### config.mk
export PLATFORM = sky130hd
export DESIGN_NAME = txt_record_quote_escaper_core_flat
export DESIGN_NICKNAME = d
export VERILOG_FILES = /design/src/hw/rtl/txe_pkg.sv /design/src/hw/rtl/txe_in_if.sv /design/src/hw/rtl/txe_out_if.sv /design/src/hw/rtl/txt_record_quote_escaper_core.sv /design/src/hw/rtl/txe_expand.sv /design/src/hw/rtl/txe_serializer.sv /design/src/flat_wrapper.sv
export SDC_FILE = /design/constraint.sdc
export NUM_CORES = 1
export LEC_CHECK = 0
export BUFFER_PORTS_ARGS = -buffer_cell sky130_fd_sc_hd__buf_2
export CORE_UTILIZATION = 65
export CTS_BUF_LIST = sky130_fd_sc_hd__clkbuf_4 sky130_fd_sc_hd__clkbuf_8
export CTS_CLUSTER_DIAMETER = 50
export DETAILED_ROUTE_END_ITERATION = 16
export PLACE_DENSITY = 0.92
export SETUP_SLACK_MARGIN = 0.05
export SLEW_MARGIN = 5
export SYNTH_ARGS = -nofsm -noshare
export SYNTH_HDL_FRONTEND = slang
export SYNTH_SLANG_ARGS = --single-unit
### constraint.sdc
create_clock -name clk -period 6.2 [get_ports clk]
set_clock_uncertainty 0.05 [all_clocks]
set_input_delay 1.24 -clock clk [delete_from_list [all_inputs] [get_ports clk]]
set_output_delay 1.24 -clock clk [all_outputs]
set_load 0.005 [all_outputs]
### src/hw/rtl/txe_pkg.sv
`timescale 1ns / 1ps
// ----------------------------------------------------------------------------
// txe_pkg
// shared types and character constants of the text record quote escaper
// ----------------------------------------------------------------------------
package txe_pkg;

	localparam int unsigned RunMax = 5;
	localparam int unsigned RunCntW = $clog2(RunMax + 1);
	localparam int unsigned RunIdxW = $clog2(RunMax);

	localparam logic [7:0] CH_QUOTE  = 8'h27;
	localparam logic [7:0] CH_BSLASH = 8'h5C;
	localparam logic [7:0] CH_X      = 8'h78;
	localparam logic [7:0] CH_HASH   = 8'h23;
	localparam logic [7:0] LOW_LIMIT  = 8'd32;
	localparam logic [7:0] HIGH_LIMIT = 8'd122;

	typedef logic [7:0] char_t;

	// one expanded run of characters for a single input byte
	typedef struct packed {
		char_t [RunMax-1:0]  chars;
		logic [RunCntW-1:0] count;
		logic               last_str;
	} run_t;

	// serializer status toward the top level
	typedef struct packed {
		logic busy;
		logic take;
	} ser_status_t;

	function automatic char_t hex_char(input logic [3:0] nib);
		char_t c;
		if (nib < 4'd10) begin
			c = 8'h30 + {4'd0, nib};
		end else begin
			c = 8'h57 + {4'd0, nib};
		end
		return c;
	endfunction

endpackage

### src/hw/rtl/txe_in_if.sv
`timescale 1ns / 1ps
// ----------------------------------------------------------------------------
// txe_in_if
// raw byte request channel
// ----------------------------------------------------------------------------
interface txe_in_if;
	logic       valid;
	logic       ready;
	logic [7:0] data_byte;
	logic       final_byte;

	modport source (output valid, output data_byte, output final_byte, input ready);
	modport sink (input valid, input data_byte, input final_byte, output ready);
endinterface

### src/hw/rtl/txe_out_if.sv
`timescale 1ns / 1ps
// ----------------------------------------------------------------------------
// txe_out_if
// escaped character request channel
// ----------------------------------------------------------------------------
interface txe_out_if;
	logic       valid;
	logic       ready;
	logic [7:0] out_char;
	logic       run_end;
	logic       string_end;

	modport source (output valid, output out_char, output run_end, output string_end,
		input ready);
	modport sink (input valid, input out_char, input run_end, input string_end,
		output ready);
endinterface

### src/hw/rtl/txt_record_quote_escaper_core.sv
`timescale 1ns / 1ps
// ----------------------------------------------------------------------------
// txt_record_quote_escaper_core
// escapes the raw bytes of a text record into quoted and hex-escaped text
// ----------------------------------------------------------------------------
// usage
//   raw : request channel of raw bytes, data_byte plus final_byte on the
//         last byte of a string
//   esc : request channel of escaped characters, one per request, with
//         run_end on the last character of a byte and string_end on the
//         last character of the whole string
//   a byte taken on raw is expanded in the same cycle into a run of 1 to 5
//   characters held in the run register; the first character shows on esc
//   in the cycle after the byte is taken
//   throughput: one character per cycle while esc does not stall; the run
//   register is the only bottleneck
//   a new byte is taken in the cycle in which the last character of the
//   previous run leaves, so runs follow each other without a gap
//   when esc stalls the current character holds and raw stops taking bytes
//   reset empties the run register and clears the quote state
// ----------------------------------------------------------------------------
module txt_record_quote_escaper_core import txe_pkg::*; (
	input  logic      clk,
	input  logic      arst_n,
	txe_in_if.sink    raw,
	txe_out_if.source esc
);

	// quote state between bytes of one string
	logic        quote_q;
	logic        quote_next;
	run_t        run;
	ser_status_t ser_status;
	logic        load;

	assign raw.ready = ser_status.take;
	assign load = raw.valid && raw.ready;

	// byte to character run
	txe_expand u_expand (
		.data_byte  (raw.data_byte),
		.final_byte (raw.final_byte),
		.quote_open (quote_q),
		.run        (run),
		.quote_next (quote_next)
	);

	// run register and character output
	txe_serializer u_serializer (
		.clk    (clk),
		.arst_n (arst_n),
		.load   (load),
		.run    (run),
		.status (ser_status),
		.esc    (esc)
	);

	always_ff @(posedge clk or negedge arst_n) begin
		if (!arst_n) begin
			quote_q <= 1'b0;
		end else if (load) begin
			quote_q <= quote_next;
		end
	end

	// the last byte of a string always leaves the quote closed
	a_final_closes: assert property (@(posedge clk) disable iff (!arst_n)
		(load && raw.final_byte) |=> !quote_q)
		else $error("quote still open after final byte");

	// a byte only enters a busy run register as its last character leaves
	a_load_handover: assert property (@(posedge clk) disable iff (!arst_n)
		(load && ser_status.busy) |-> (esc.ready && esc.run_end))
		else $error("run overwritten before it was fully sent");

	// a run does not end early: after a non-final character more follow
	a_run_continues: assert property (@(posedge clk) disable iff (!arst_n)
		(esc.valid && esc.ready && !esc.run_end) |=> esc.valid)
		else $error("run cut short");

	// string_end only marks the end of a run
	a_string_end_run: assert property (@(posedge clk) disable iff (!arst_n)
		(esc.valid && esc.string_end) |-> esc.run_end)
		else $error("string_end without run_end");

endmodule

### src/hw/rtl/txe_expand.sv
`timescale 1ns / 1ps
// ----------------------------------------------------------------------------
// txe_expand
// maps one raw byte and the quote state to its run of escaped characters
// ----------------------------------------------------------------------------
module txe_expand import txe_pkg::*; (
	input  logic [7:0] data_byte,
	input  logic       final_byte,
	input  logic       quote_open,
	output run_t       run,
	output logic       quote_next
);

	logic               is_hex;
	logic               is_quote;
	logic [RunIdxW-1:0] n;
	logic               q;

	assign is_hex = (data_byte < LOW_LIMIT) || (data_byte > HIGH_LIMIT) ||
		(data_byte == CH_HASH);
	assign is_quote = (data_byte == CH_QUOTE);

	always_comb begin
		run = '0;
		n = '0;
		q = quote_open;
		if (is_hex) begin
			if (q) begin
				run.chars[n] = CH_QUOTE;
				n = n + 1'b1;
			end
			q = 1'b0;
			run.chars[n] = CH_BSLASH;
			run.chars[n + 1'b1] = CH_X;
			run.chars[n + 2'd2] = hex_char(data_byte[7:4]);
			run.chars[n + 2'd3] = hex_char(data_byte[3:0]);
			n = n + 3'd4;
		end else if (is_quote) begin
			if (q) begin
				run.chars[0] = CH_QUOTE;
				run.chars[1] = CH_BSLASH;
				run.chars[2] = CH_QUOTE;
				run.chars[3] = CH_QUOTE;
				n = 3'd4;
			end else begin
				run.chars[0] = CH_BSLASH;
				run.chars[1] = CH_QUOTE;
				n = 3'd2;
			end
		end else begin
			if (!q) begin
				run.chars[n] = CH_QUOTE;
				n = n + 1'b1;
			end
			q = 1'b1;
			run.chars[n] = data_byte;
			n = n + 1'b1;
		end
		// close a quote left open at the end of the string
		if (final_byte && q) begin
			run.chars[n] = CH_QUOTE;
			run.count = RunCntW'({1'b0, n} + 1'b1);
		end else begin
			run.count = RunCntW'(n);
		end
		run.last_str = final_byte;
		quote_next = q && !final_byte;
	end

endmodule

### src/hw/rtl/txe_serializer.sv
`timescale 1ns / 1ps
// ----------------------------------------------------------------------------
// txe_serializer
// run register that hands out one escaped character per cycle while esc is ready
// ----------------------------------------------------------------------------
module txe_serializer import txe_pkg::*; (
	input  logic        clk,
	input  logic        arst_n,
	input  logic        load,
	input  run_t        run,
	output ser_status_t status,
	txe_out_if.source   esc
);

	run_t               run_q;
	logic               valid_q;
	logic [RunIdxW-1:0] idx_q;
	logic               last_char;
	logic               fire;

	assign last_char = (RunCntW'(idx_q) == RunCntW'(run_q.count - 1'b1));
	assign fire = esc.valid && esc.ready;

	assign esc.valid = valid_q;
	assign esc.out_char = run_q.chars[idx_q];
	assign esc.run_end = last_char;
	assign esc.string_end = last_char && run_q.last_str;

	assign status.busy = valid_q;
	assign status.take = !valid_q || (fire && last_char);

	always_ff @(posedge clk or negedge arst_n) begin
		if (!arst_n) begin
			valid_q <= 1'b0;
			idx_q <= '0;
		end else if (load) begin
			valid_q <= 1'b1;
			idx_q <= '0;
		end else if (fire) begin
			if (last_char) begin
				valid_q <= 1'b0;
				idx_q <= '0;
			end else begin
				idx_q <= idx_q + 1'b1;
			end
		end
	end

	always_ff @(posedge clk) begin
		if (load) begin
			run_q <= run;
		end
	end

endmodule
### src/flat_wrapper.sv
// flat-port wrapper written by rule: the top's interface ports become plain ports
module txt_record_quote_escaper_core_flat import txe_pkg::*;
  (clk, arst_n, raw_valid, raw_data_byte, raw_final_byte, raw_ready, esc_valid, esc_out_char, esc_run_end, esc_string_end, esc_ready);
  txe_in_if raw_i ();
  txe_out_if esc_i ();
  input  logic clk;
  input  logic arst_n;
  input wire logic [$bits(raw_i.valid)-1:0] raw_valid;
  input wire logic [$bits(raw_i.data_byte)-1:0] raw_data_byte;
  input wire logic [$bits(raw_i.final_byte)-1:0] raw_final_byte;
  output wire logic [$bits(raw_i.ready)-1:0] raw_ready;
  output wire logic [$bits(esc_i.valid)-1:0] esc_valid;
  output wire logic [$bits(esc_i.out_char)-1:0] esc_out_char;
  output wire logic [$bits(esc_i.run_end)-1:0] esc_run_end;
  output wire logic [$bits(esc_i.string_end)-1:0] esc_string_end;
  input wire logic [$bits(esc_i.ready)-1:0] esc_ready;
  assign raw_i.valid = raw_valid;
  assign raw_i.data_byte = raw_data_byte;
  assign raw_i.final_byte = raw_final_byte;
  assign raw_ready = raw_i.ready;
  assign esc_valid = esc_i.valid;
  assign esc_out_char = esc_i.out_char;
  assign esc_run_end = esc_i.run_end;
  assign esc_string_end = esc_i.string_end;
  assign esc_i.ready = esc_ready;
  txt_record_quote_escaper_core u_core (.clk(clk), .arst_n(arst_n), .raw(raw_i), .esc(esc_i));
endmodule
==> results of run 1 <==
==> sequential cells by signal, summed over array words and instances (netlist names) <==
signal,count
u_core.u_serializer.run_q,41
u_core.u_serializer.idx_q,3
u_core.u_serializer.esc.valid,1
u_core.quote_q,1
==> layout make-up <==
cell class                      instances  area, sq um  share of cell area
Sequential cell                        46         1360               0.466
Multi-Input combinational cell        171         1190               0.410
Timing Repair Buffer                   25          128              0.0439
Clock buffer                            6         76.3              0.0262
Tap cell                               50         62.6              0.0215
Inverter                               15         56.3              0.0194
Clock inverter                          2         37.5              0.0129
==> worst max-delay path, delay by kind of cell, from the launching register on <==
kind	cells	cell delay, ps
buffers and inverters	2	320
DFF	1	920
and+or+nand+nor	1	440
AOI/OAI and AO/OA	2	360
==> where the power goes <==
group          total [mW]  internal, mW  switching (mW)
combinational       0.462         0.202           0.260
sequential          0.506         0.431          0.0751
clock               0.224         0.125          0.0993
==> layer usage <==
layer,track usage,part of all wire,vias to the layer above
li1,-,-,957
met2,0.478,0.50,105
met5,0,0,-
met1,0.357,0.41,961
met4,0.112,0.014,0
met3,0.0638,0.071,10
==> cell usage after synthesis, types with 5 or more instances <==
master,n,area (sq um)
edfxtp_1,41,1230
clkbuf_1,7,26.3
nand2_1,11,41.3
o22ai_1,7,43.8
a21oi_1,25,125
mux2i_1,15,150
buf_2,5,25.0
a31oi_1,11,68.8
nand3_1,8,40.0
nor2_1,19,71.3
o21ai_0,10,50.1
inv_1,14,52.6
ha_1,8,100
dfrtp_1,5,125
==> through the flow <==
stage | setup slack (ps) | utilization | instances | hold WS (ps) | power, mW
2_1_floorplan | 3270 | - | 250 | 598 | 0.829
3_3_place_gp | 2840 | 0.698 | 307 | 582 | 0.945
3_5_place_dp | 2760 | 0.698 | 307 | 607 | 0.965
4_1_cts | 2540 | 0.727 | 315 | 625 | 1.19
5_1_grt | 2380 | 0.727 | 315 | 659 | 1.26
6_report | 2560 | 0.727 | 315 | 624 | 1.19
==> logic make-up after synthesis <==
| kind of cell | count (synthesis) | synth area share |
|---|---|---|
| DFF | 46 | 0.504 |
| buffers and inverters | 33 | 0.0544 |
| and+or+nand+nor | 58 | 0.114 |
| other | 1 | 0.00139 |
| muxes | 15 | 0.0558 |
| xor gates and xnor gates | 5 | 0.0219 |
| adders and majority gates | 8 | 0.0372 |
| AOI/OAI and AO/OA | 83 | 0.211 |
==> final timing paths <==
| check | endpoint |
|---|---|
| worst min register to register | u_core.u_serializer.idx_q[1]$_DFFE_PN0P_ |
| worst max register to register | u_core.u_serializer.run_q[15]$_DFFE_PN_ |
| max in group asynchronous | u_core.u_serializer.idx_q[2]$_DFFE_PN0P_ |
| worst min-delay path | u_core.u_serializer.idx_q[1]$_DFFE_PN0P_ |
| min in group asynchronous | u_core.quote_q$_DFFE_PN0N_ |
| worst max-delay path | esc_out_char[2] |
==> flow_metrics.py, run 1 <==
metrics = {
    "global_route": {
        "antenna_found_initial": 0,
        "grt_start_max_net_pins": 43,
        "grt_first_pass_wirelength_mm": 8.92,
        "overflow": 0,
        "grt_pass1_vias": 1850,
        "groute.usage.overall": 0.285,
    },
    "logic_synthesis": {
        "yosys_register_bits": 46,
        "synth_edf_count": 41,
        "syn_avg_cell_area_sq_um": 10.8,
        "yosysWarnings": 0,
        "synthFlopType": "edfxtp_1",
        "syn_area_sq_mm": 0.00269,
        "ys_seq_area_frac": 0.504,
        "ys_types": 54,
        "syn_inst": 249,
        "synthArstFlopShare": 0.109,
    },
    "routing": {
        "drt_wl_total_mm": 5.63,
        "viasPerCell": 6.45,
        "route.detailed.drc": 2,
        "post_drt_wl_per_cell_microns": 17.9,
        "firstDrtPassIters": 11,
        "drt_first_iter_violations": 176,
        "drtAntennaViolNets": 0,
        "via_count": 2033,
    },
    "setup_path": {
        "slowest_stage": "dfrtp_1",
        "required_ps": 4910,
        "critical_path_class": "reg2out",
        "r2r.worst_path.cells": 3,
        "slowest_delay_ps": 920,
        "critPathArrivalTime_ps": 2350,
        "rrSetupSlack_ps": 3290,
        "startpoint": "u_core.u_serializer.idx_q[0]$_DFFE_PN0P_",
        "cp-start-kind": "register",
        "end_kind": "output port",
        "r2r-start": "u_core.u_serializer.idx_q[2]$_DFFE_PN0P_",
        "crit_path_max_fanout": 19,
        "cp_cell_sequence": "inv_1, nor2_1, a21oi_1, o22ai_1, buf_2",
    },
    "place": {
        "numPortBuffers": 24,
        "placed_cell_area_sq_mm": 0.00279,
        "gp_congestion": 0.869,
        "dp_hpwl_mm": 3.87,
    },
    "timing": {
        "finalCriticalPeriod_ps": 3640,
        "grt_setup_unrepaired": "false",
        "final-hold-violation-count": 0,
        "slew_headroom": 0.325,
        "maxSlewViolCount": 0,
        "worst_slew_pin_slew_ps": 1010,
        "max_freq_mhz": 275,
        "period_share": 0.587,
        "tns_ps": 0,
        "setup_violations": 0,
    },
    "flow_run": {
        "maxCapViolCount": 0,
    },
    "finish": {
        "finalInstanceArea_sq_mm": 0.00291,
        "nNetsFinal": 285,
        "layout_common_cells": "edfxtp_1 (41), a21oi_1 (25), buf_2 (24)",
        "antennaDiodeCount": 0,
        "syn_to_final_growth_pct": 8.09,
        "final_common_cell": "edfxtp_1",
        "drive_above_1_share": 0.174,
        "n_fill_cell": 283,
    },
    "worst_hold_path": {
        "min_path_cells": 1,
        "holdCritStartpoint": "u_core.u_serializer.esc.valid$_DFFE_PN0P_",
        "hold_path.class": "reg2reg",
    },
    "floorplan": {
        "core_sq_mm": 0.00400,
        "chipHeight_microns": 66.3,
        "row_count": 23,
        "initial_utilization": 0.673,
        "io_pins": 25,
        "dieArea_sq_mm": 0.00440,
        "die_w_microns": 66.3,
    },
    "clock_tree": {
        "clk_latency_ps": 300,
        "clkSinkCount": 46,
        "cts_hold_buf": 0,
        "cts_htree_levels": 2,
        "path_clk_slew_ps": 80,
        "post_cts_buffers": 0,
        "cts-root-buf": "clkbuf_8",
        "ctsResizeCount": 0,
        "tritoncts": "done",
        "cts_max_path_buffers": 2,
        "cts_buffers": 5,
    },
    "outcome": {
        "status": "complete, but fails checks",
        "violations": "DRC",
    },
    "power": {
        "irDropWorstVdd_mv": 0.131,
        "p_leak_nw": 1.12,
        "power_density_mw_per_mm2": 410,
    },
}
Power figures use the tool's default switching activity.
==> inputs of run 2 (changes only) <==
--- a/config.mk
+++ b/config.mk
@@ -6,11 +6,11 @@
 export NUM_CORES = 1
 export LEC_CHECK = 0
 export BUFFER_PORTS_ARGS = -buffer_cell sky130_fd_sc_hd__buf_2
-export CORE_UTILIZATION = 65
+export CORE_UTILIZATION = 55
 export CTS_BUF_LIST = sky130_fd_sc_hd__clkbuf_4 sky130_fd_sc_hd__clkbuf_8
 export CTS_CLUSTER_DIAMETER = 50
 export DETAILED_ROUTE_END_ITERATION = 16
-export PLACE_DENSITY = 0.92
+export PLACE_DENSITY = 0.84
 export SETUP_SLACK_MARGIN = 0.05
 export SLEW_MARGIN = 5
 export SYNTH_ARGS = -nofsm -noshare
==> constraint.sdc (replaced) <==
create_clock -name clk -period 3.3 [get_ports clk]
set_clock_uncertainty 0.05 [all_clocks]
set_input_delay 0.66 -clock clk [delete_from_list [all_inputs] [get_ports clk]]
set_output_delay 0.66 -clock clk [all_outputs]
set_load 0.005 [all_outputs]
==> run 2 against run 1 <==
The flow now finishes without violations; clock power rose by 48%; critical path depth did not move; sequential share of layout area fell by 0.34 points; via count fell by 0.49%; largest cell class unchanged; largest power group is now combinational logic; highest routed layer unchanged.
==> flow_metrics.py, run 2 (synthesis results as in run 1) <==
metrics = {
    "outcome": {
        "status": "completed",
    },
    "power": {
        "irDropWorstVdd_mv": 0.293,
        "power_frac_clock": 0.155,
        "power.total_mw": 2.15,
        "p_int_mw": 1.36,
        "p_leak_nw": 1.13,
        "power_density_mw_per_mm2": 734,
        "comb_power_share": 0.423,
        "swShare": 0.367,
        "power_switching_mw": 0.788,
        "seqPwrFrac": 0.422,
    },
    "clock_tree": {
        "cts_max_path_buffers": 2,
        "cts_hold_buf": 0,
        "post_cts_buffers": 0,
        "tritoncts": "done",
        "ctsResizeCount": 0,
        "cts_buffers": 5,
        "cts-root-buf": "clkbuf_8",
        "clkSinkCount": 46,
        "cts_htree_levels": 2,
        "clk_latency_ps": 290,
        "path_clk_slew_ps": 80,
    },
    "finish": {
        "multi_input_area_sq_mm": 0.00119,
        "antennaDiodeCount": 0,
        "n_fill_cell": 389,
        "final_common_cell": "edfxtp_1",
        "drive_above_1_share": 0.183,
        "largest_register_ffs": 41,
        "syn_to_final_growth_pct": 8.88,
        "top_regs": "u_core.u_serializer.run_q (41), u_core.u_serializer.idx_q (3)",
        "layout_common_cells": "edfxtp_1 (41), a21oi_1 (25), buf_2 (24)",
        "largest_register": "u_core.u_serializer.run_q",
        "seq_area_sq_mm": 0.00136,
        "fin_util": 0.620,
        "nNetsFinal": 289,
    },
    "routing": {
        "drt_first_iter_violations": 117,
        "viasPerCell": 6.04,
        "drt_wl_total_mm": 5.64,
        "post_drt_wl_per_cell_microns": 16.8,
        "drtAntennaViolNets": 0,
        "via_count": 2023,
        "firstDrtPassIters": 4,
        "route.detailed.drc": 0,
    },
    "floorplan": {
        "io_pins": 25,
        "core_sq_mm": 0.00472,
        "chipHeight_microns": 71.9,
        "dieArea_sq_mm": 0.00517,
        "die_w_microns": 71.9,
        "initial_utilization": 0.570,
        "row_count": 25,
    },
    "setup_path": {
        "cp_cell_sequence": "xor3_1, nor3_2, nand2_1, nand2_1, buf_2",
        "cp_num_buf_inv": 1,
        "critPathArrivalTime_ps": 2180,
        "slowest_delay_ps": 760,
        "crit_path_max_fanout": 14,
        "path_delay_family": "flip-flops",
        "critical_path_class": "reg2out",
        "slowest_stage": "dfrtp_1",
        "required_ps": 2590,
        "critPathMostFrequentCell": "nand2_1",
        "cp-start-kind": "register",
        "end_kind": "output port",
    },
    "flow_run": {
        "maxCapViolCount": 0,
    },
    "timing": {
        "finalCriticalPeriod_ps": 2890,
        "tns_ps": 0,
        "maxSlewViolCount": 0,
        "slew_headroom": 0.528,
        "period_share": 0.877,
        "worst_slew_pin_slew_ps": 705,
        "max_freq_mhz": 346,
        "setup_violations": 0,
        "final-hold-violation-count": 0,
        "grt_setup_unrepaired": "false",
    },
    "global_route": {
        "groute.usage.overall": 0.240,
        "grt_pass1_vias": 1923,
        "grt_start_max_net_pins": 43,
        "grt_first_pass_wirelength_mm": 9.25,
        "antenna_found_initial": 0,
        "overflow": 0,
    },
    "place": {
        "dp_hpwl_mm": 3.97,
        "numPortBuffers": 24,
        "gp_congestion": 0.977,
    },
    "worst_hold_path": {
        "hold_path.class": "in2async",
    },
}
==> run 2: cell types whose count changed in the layout (fill, tap and decap cells not counted) <==
cell        change
bufinv_16       -1
buf_4           +4
clkbuf_4        +1
clkinvlp_4      -1
==> run 2: metrics by stage <==
stage / instance area [sq um] / std cells / setup WS, ps / hold WS [ps]
6_report: 2930 / 335 / 407 / 115
3_3_place_gp: 2850 / 328 / 662 / 431
5_1_grt: 2930 / 335 / 185 / 118
3_5_place_dp: 2850 / 328 / 646 / 434
4_1_cts: 2930 / 335 / 367 / 115
2_1_floorplan: 2690 / 250 / 894 / 314
==> run 2: path summary, 6_finish.rpt <==
path | endpoint | cells past startpoint | slack, ps | start
max in group asynchronous | u_core.u_serializer.idx_q[1]$_DFFE_PN0P_ | 1 | 2950 | arst_n
min in group clk | u_core.u_serializer.run_q[0]$_DFFE_PN_ | 1 | 580 | raw_final_byte
worst min-delay path | u_core.quote_q$_DFFE_PN0N_ | 1 | 110 | arst_n
worst max register to register | u_core.u_serializer.run_q[26]$_DFFE_PN_ | 4 | 690 | u_core.u_serializer.idx_q[2]$_DFFE_PN0P_
worst min register to register | u_core.u_serializer.idx_q[1]$_DFFE_PN0P_ | 1 | 590 | u_core.u_serializer.esc.valid$_DFFE_PN0P_
worst max-delay path | raw_ready | 5 | 410 | u_core.u_serializer.idx_q[2]$_DFFE_PN0P_
==> run 2: layout make-up <==
class	count	share of cell area
tap	67	0.0286
multi-input combinational	171	0.407
timing repair buffer	29	0.0538
clock buffer	7	0.0286
inverter	15	0.0192
sequential	46	0.463
==> run 2: routing by layer <==
metal  up-vias  share of wire  GRT usage
li1        965              -          -
met3         8          0.064     0.0347
met1       961           0.43      0.325
met2        89           0.49      0.390
met5         -              0          0
met4         0          0.017      0.102
==> run 2: power by group through the flow <==
stage / registers, mW / clock network, mW / logic [mW]
6_report: 0.907 / 0.332 / 0.910
5_1_grt: 0.923 / 0.356 / 1.02
4_1_cts: 0.910 / 0.338 / 0.909
3_5_place_dp: 0.921 / 0 / 0.906
3_3_place_gp: 0.914 / 0 / 0.885
2_1_floorplan: 0.857 / 0 / 0.701
